## config.mk

```make
export PLATFORM = sky130hd
export DESIGN_NAME = wssc_ctrl
export DESIGN_NICKNAME = d
export VERILOG_FILES = /design/src/hw/rtl/wssc_pkg.sv /design/src/hw/rtl/wssc_ctrl.sv
export SDC_FILE = /design/constraint.sdc
export NUM_CORES = 1
export LEC_CHECK = 0
export ABC_CLOCK_PERIOD_IN_PS = 1400
export BUFFER_PORTS_ARGS = -buffer_cell sky130_fd_sc_hd__buf_2
export CELL_PAD_IN_SITES_DETAIL_PLACEMENT = 1
export CELL_PAD_IN_SITES_GLOBAL_PLACEMENT = 1
export CORE_AREA = 4 4 41 43
export DETAILED_ROUTE_END_ITERATION = 10
export DIE_AREA = 0 0 45 47
export PLACE_DENSITY_LB_ADDON = 0.1
export SETUP_SLACK_MARGIN = 0.2
export SKIP_CTS_REPAIR_TIMING = 1
export SLEW_MARGIN = 20
export SYNTH_ARGS = -nofsm -noshare
export SYNTH_HDL_FRONTEND = slang
export SYNTH_SLANG_ARGS = --single-unit
```

## constraint.sdc

```tcl
create_clock -name clock -period 1.4 [get_ports clock]
set_clock_uncertainty 0.15 [all_clocks]
set_input_delay 0.28 -clock clock [delete_from_list [all_inputs] [get_ports clock]]
set_output_delay 0.28 -clock clock [all_outputs]
set_load 0.005 [all_outputs]
```

## src/hw/rtl/wssc_pkg.sv

```systemverilog
// Shared types, constants and helpers for the windowed SRAM core.
// Used by the controller, the datapath, the bank memory and the checker.
`default_nettype none

package wssc_pkg;

   // Store geometry: eight byte lanes, each lane a bank of rows.
   localparam int STORE_LOG2   = 16;
   localparam int STORE_BYTES  = 1 << STORE_LOG2;
   localparam int MAX_TRANSFER = 8;
   localparam int LANES        = 8;
   localparam int LANE_LOG2    = 3;
   localparam int ROW_BITS     = STORE_LOG2 - LANE_LOG2;
   localparam int ROWS         = 1 << ROW_BITS;

   localparam int WINDOW_LOG2_MAX = 32;

   // Port widths.
   localparam int REQ_TDATA_W = 112;
   localparam int RSP_TDATA_W = 256;
   localparam int CSR_INDEX_W = 2;
   localparam int CSR_DATA_W  = 32;

   // Configuration register indexes.
   localparam logic [CSR_INDEX_W-1:0] REG_REGION_BASE = 2'd0;
   localparam logic [CSR_INDEX_W-1:0] REG_WINDOW_LOG2 = 2'd1;
   localparam logic [CSR_INDEX_W-1:0] REG_CAPACITY_LOG2 = 2'd2;

   typedef enum logic [1:0] {
      KIND_READ        = 2'd0,
      KIND_WRITE       = 2'd1,
      KIND_DEBUG_READ  = 2'd2,
      KIND_DEBUG_WRITE = 2'd3
   } kind_type;

   typedef enum logic [1:0] {
      ST_OK         = 2'd0,
      ST_SIZE_ERR   = 2'd1,
      ST_DECODE_ERR = 2'd2,
      ST_CAP_ERR    = 2'd3
   } status_type;

   typedef enum logic [2:0] {
      S_CLEAR,
      S_IDLE,
      S_CHECK,
      S_DECIDE,
      S_ACCESS,
      S_FINISH
   } state_type;

   // Commands from the controller to the datapath.
   typedef struct packed {
      logic clear;
      logic capture;
      logic check;
      logic decide;
      logic access;
      logic load_out;
   } cmd_type;

   // Status from the datapath to the controller.
   typedef struct packed {
      logic clear_last;
      logic out_free;
   } stat_type;

   // Saturating add of a small count to a 32-bit counter.
   function automatic logic [31:0] sat_add(input logic [31:0] count, input logic [3:0] n);
      logic [32:0] sum;
      sum = {1'b0, count} + 33'(n);
      return sum[32] ? 32'hFFFF_FFFF : sum[31:0];
   endfunction

endpackage

`default_nettype wire

```

## src/hw/rtl/wssc_ctrl.sv

```systemverilog
// Controller: sequences the store clear after reset and the steps of one item.
// Depends on wssc_pkg; drives the command struct of wssc_datapath.
`default_nettype none

module wssc_ctrl (
   input  wire logic               clock,
   input  wire logic               reset,
   input  wire logic               req_tvalid,
   output logic                    req_tready,
   input  wire wssc_pkg::stat_type stat,
   output wssc_pkg::cmd_type       cmd
);
   import wssc_pkg::*;

   state_type state_ff, state_in;

   always_ff @(posedge clock) begin
      if (reset) begin
         state_ff <= S_CLEAR;
      end else begin
         state_ff <= state_in;
      end
   end

   always_comb begin
      state_in   = state_ff;
      cmd        = '0;
      req_tready = 1'b0;
      case (state_ff)
         S_CLEAR: begin
            cmd.clear = 1'b1;
            if (stat.clear_last) begin
               state_in = S_IDLE;
            end
         end
         S_IDLE: begin
            req_tready = 1'b1;
            if (req_tvalid) begin
               cmd.capture = 1'b1;
               state_in    = S_CHECK;
            end
         end
         S_CHECK: begin
            cmd.check = 1'b1;
            state_in  = S_DECIDE;
         end
         S_DECIDE: begin
            cmd.decide = 1'b1;
            state_in   = S_ACCESS;
         end
         S_ACCESS: begin
            cmd.access = 1'b1;
            state_in   = S_FINISH;
         end
         S_FINISH: begin
            // Waits only while the previous result still sits unclaimed.
            if (stat.out_free) begin
               cmd.load_out = 1'b1;
               state_in     = S_IDLE;
            end
         end
         default: begin
            state_in = S_IDLE;
         end
      endcase
   end

endmodule

`default_nettype wire

```

# --- Word-level counts from Yosys, hierarchy flattened ---
# Cells that the tools add are included.
word_totals:
  reg_bits: 3
  input_bits: 5
  output_inout_bits: 7
  elab_cells: 24
op_classes:
  eq_ne: 8
  muxes: 13
  n_reduce_logical: 2
ops:
  columns: ["operator", "count"]
  rows:
  - ["$pmux W3 S6", 1]
  - ["$mux W1", 9]
  - ["$mux W3", 3]
  - ["$eq A3 B2 Y1 const B", 2]
  - ["$eq A3 B3 Y1 const B", 2]
  - ["$ne A2 B2 Y1 const B", 3]
  - ["$eq A3 B1 Y1 const B", 1]
  - ["$logic_not A3 Y1", 1]
  - ["$reduce_and A3 Y1", 1]

# --- Logic depth before layout (Yosys ltp) ---
logic_depth:
  depth_word: 3
  depth_mapped: 4
  ltp_nobuf: 3

# --- Least setup slack after synthesis ---
# Ideal clock, no wire load.
synth_path:
  path_type: "reg2out"
  startpoint: "register state_ff[0]"
  endpoint: "output cmd[4] (netlist bit)"
  arrival_ns: 0.898
  required_time_ns: 0.970
  setup_slack_ns: 0.072
  path_stages_with_launch: 5
  path_buffers: 1
  cell_sequence: "dfxtp_1 -> buf_2 -> nor2b_1 -> and2b_1 -> and2_1"
synth_rtl:
  columns: ["item", "line_no", "rtl"]
  rows:
  - ["start: declaration", "wssc_ctrl.sv:15", "state_type state_ff, state_in;"]
  - ["start signal: assignment", "wssc_ctrl.sv:21", "state_ff <= state_in;"]
  - ["end: declaration", "wssc_ctrl.sv:11", "output wssc_pkg::cmd_type cmd"]

==> qor.csv <==
metric,value,unit
outcome,"complete, but fails checks",
violated checks,setup timing,
TritonRoute pass-1 iters,2,
LEAKAGE,0.175,nW
combinational fraction of design power,24.7,%
number of flops mapped to enable cells by yosys,0,
TritonCTS Buffers,3,
Starting DRT DRC Count,1,
dpl ws,0.0159,ns
RSZ-0062 raised after global routing,true,
grt ovf,0,
number of I/O pins,12,
number of flip-flops in the largest register,3,
switching portion of total power,25.8,%
Seq pwr share,30.7,%
Critical Path RT,0.97,ns
Die W,45,um
CP Capture Type,primary output,
GR peak layer,met2,
count of unique library cells instantiated by Yosys,16,
first-pass GRT wire length,1010,um
nets,49,
routed len/inst,10.8,um
post-route ant nets,0,
Seq cells post-synth,3,
Critical Path Source Type,register,
RePlAce Congestion,0.648,
Synth async-reset ratio,0,%
final instance area,339,sq um
Synth top cells by count,"3 x a21oi_1, 3 x dfxtp_1",
TritonCTS clock tree,built,
mapped cell area,178,sq um
initial antenna violation count,0,
Psw,0.0000867,W
Cell Pwr Density,991,nW/um^2
fmax,0.662,GHz
Hold Crit Class,in -> reg,
H-tree depth,1,
total track usage,6.87,%
"Primary FF master, synth",dfxtp_1,
Initial Util,13.7,%
min cycle time layout,1.51,ns
Max Cap Viol,0,
leading area contributor after synthesis,dfxtp_1,
placed cell areas,284,sq um
drt drc,0,
routing usage on met1,7.27,%
maximum VDD drop,0.000442,V
n_diodes,0,
clock network power share,44.6,%
Largest regs,state_ff (3),
Arrival @ worst endpoint,1.08,ns
vias in the first global route,234,
Port Buf Inserts,11,
post-DR vias/cell,4.00,
met3 GRT Util,5.36,%
row count,13,
Area contributors post-synth,"dfxtp_1 34%, a21oi_1 8.5%, nor3b_1 8.5%",
global routing met2 resource utilization,10.7,%
Final Total Pwr,0.000336,W
top-area cell type share of the netlist area,33.8,%
Area growth syn-to-layout,90.8,%
Yosys Warn Count,0,
Largest Register,state_ff,
clock input transition at the sequential cells of the worst setup and hold paths,0.04,ns
syn nets,29,
period utilization,108,%
CTS Sinks,3,
die area,2120,sq um
worst slew pin tran,0.227,ns
Int Pwr,0.000249,W
via count,232,
Die Span Y,47,um
"Slew Viols, Final",0,
setup TNS,-0.463,ns
WS Path Type,reg -> out,
clock root buffer,clkbuf_4,
Syn Area/Cell,7.40,sq um
post-route insts no fill,58,
sequential-to-total area share from yosys stat,33.8,%
Final Hold Fails,0,
routed wire length,628,um
layout cells sized above 1,58.1,%
final setup violating endpoints,6,
largest net degree at the start of global routing,8,
Syn Inst Count,24,
latest clock arrival within the worst-skew pair,0.23,ns
Core Area,1300,sq um
Slew HR,84.7,%
worst-path fanout max,4,
CTS max path bufs,2,
post-placement cell count,53,
final worst slack,-0.111,ns
final timing paths:
check / from / end / slack (ns) / depth (start not counted)
setup / recovery: state_ff[0] / cmd[0] / -0.11 / 4
hold / removal: reset / state_ff[2] / 0.08 / 2
setup reg to reg: state_ff[1] / state_ff[0] / 0.28 / 3
hold reg to reg: state_ff[2] / state_ff[2] / 0.39 / 2
stage by stage:
stage | utilization (%) | hold WS [ns]
after floorplan | - | 0.199
after global placement | 21.8 | 0.329
after detailed placement | 21.8 | 0.334
after CTS | 23.8 | 0.0848
after global routing | 26.1 | 0.0941
final | 26.1 | 0.0847
critical path, stage by stage, from the launching register on:
cell and delay (ns):
dfxtp_2 0.33, nor2b_4 0.12, buf_4 0.12, and3_1 0.16, buf_2 0.12
final cells by class:
cell class,instances,area [sq um]
Fill cell,171,962
Clock buffer,4,26.3
Inverter,1,3.75
Timing Repair Buffer,16,92.6
Sequential cell,3,66.3
Multi-Input combinational cell,19,131
Tap cell,15,18.8
per-layer routing:
layer | wire length [um] | up-vias
met4 | 0 | 0
met2 | 308 | 7
met5 | 0 | -
met1 | 269 | 104
li1 | - | 121
met3 | 50 | 0
logic make-up after synthesis:
logic type,share of synthesized area (%)
DFF,33.8
buffers and inverters,4.92
and+or+nand+nor,50.0
AOI/OAI and AO/OA,11.3
placed cells by master, fill, tap and decap left out:
cell	instances
nand3b_1	1
and2_1	1
and2b_1	1
nand2_1	2
or2_1	1
inv_1	1
buf_2	11
and3_1	1
clkbuf_4	3
or3_1	1
nor3_4	1
a21oi_1	2
clkbuf_1	1
nor3_1	1
nor3b_1	2
buf_4	5
nor2b_4	1
dfxtp_4	1
o21ai_0	1
nor2b_1	1
nor2_1	1
a21oi_2	1
dfxtp_2	2
power by group through the flow:
stage                      logic, W  registers (W)  clock network (W)
final                     0.0000831       0.000103           0.000150
after global routing      0.0000924       0.000105           0.000166
after detailed placement  0.0000704       0.000104                  0
after floorplan           0.0000412      0.0000997                  0
after global placement    0.0000690       0.000103                  0
after CTS                 0.0000708       0.000103           0.000159
(Power assumes the default switching activity.)
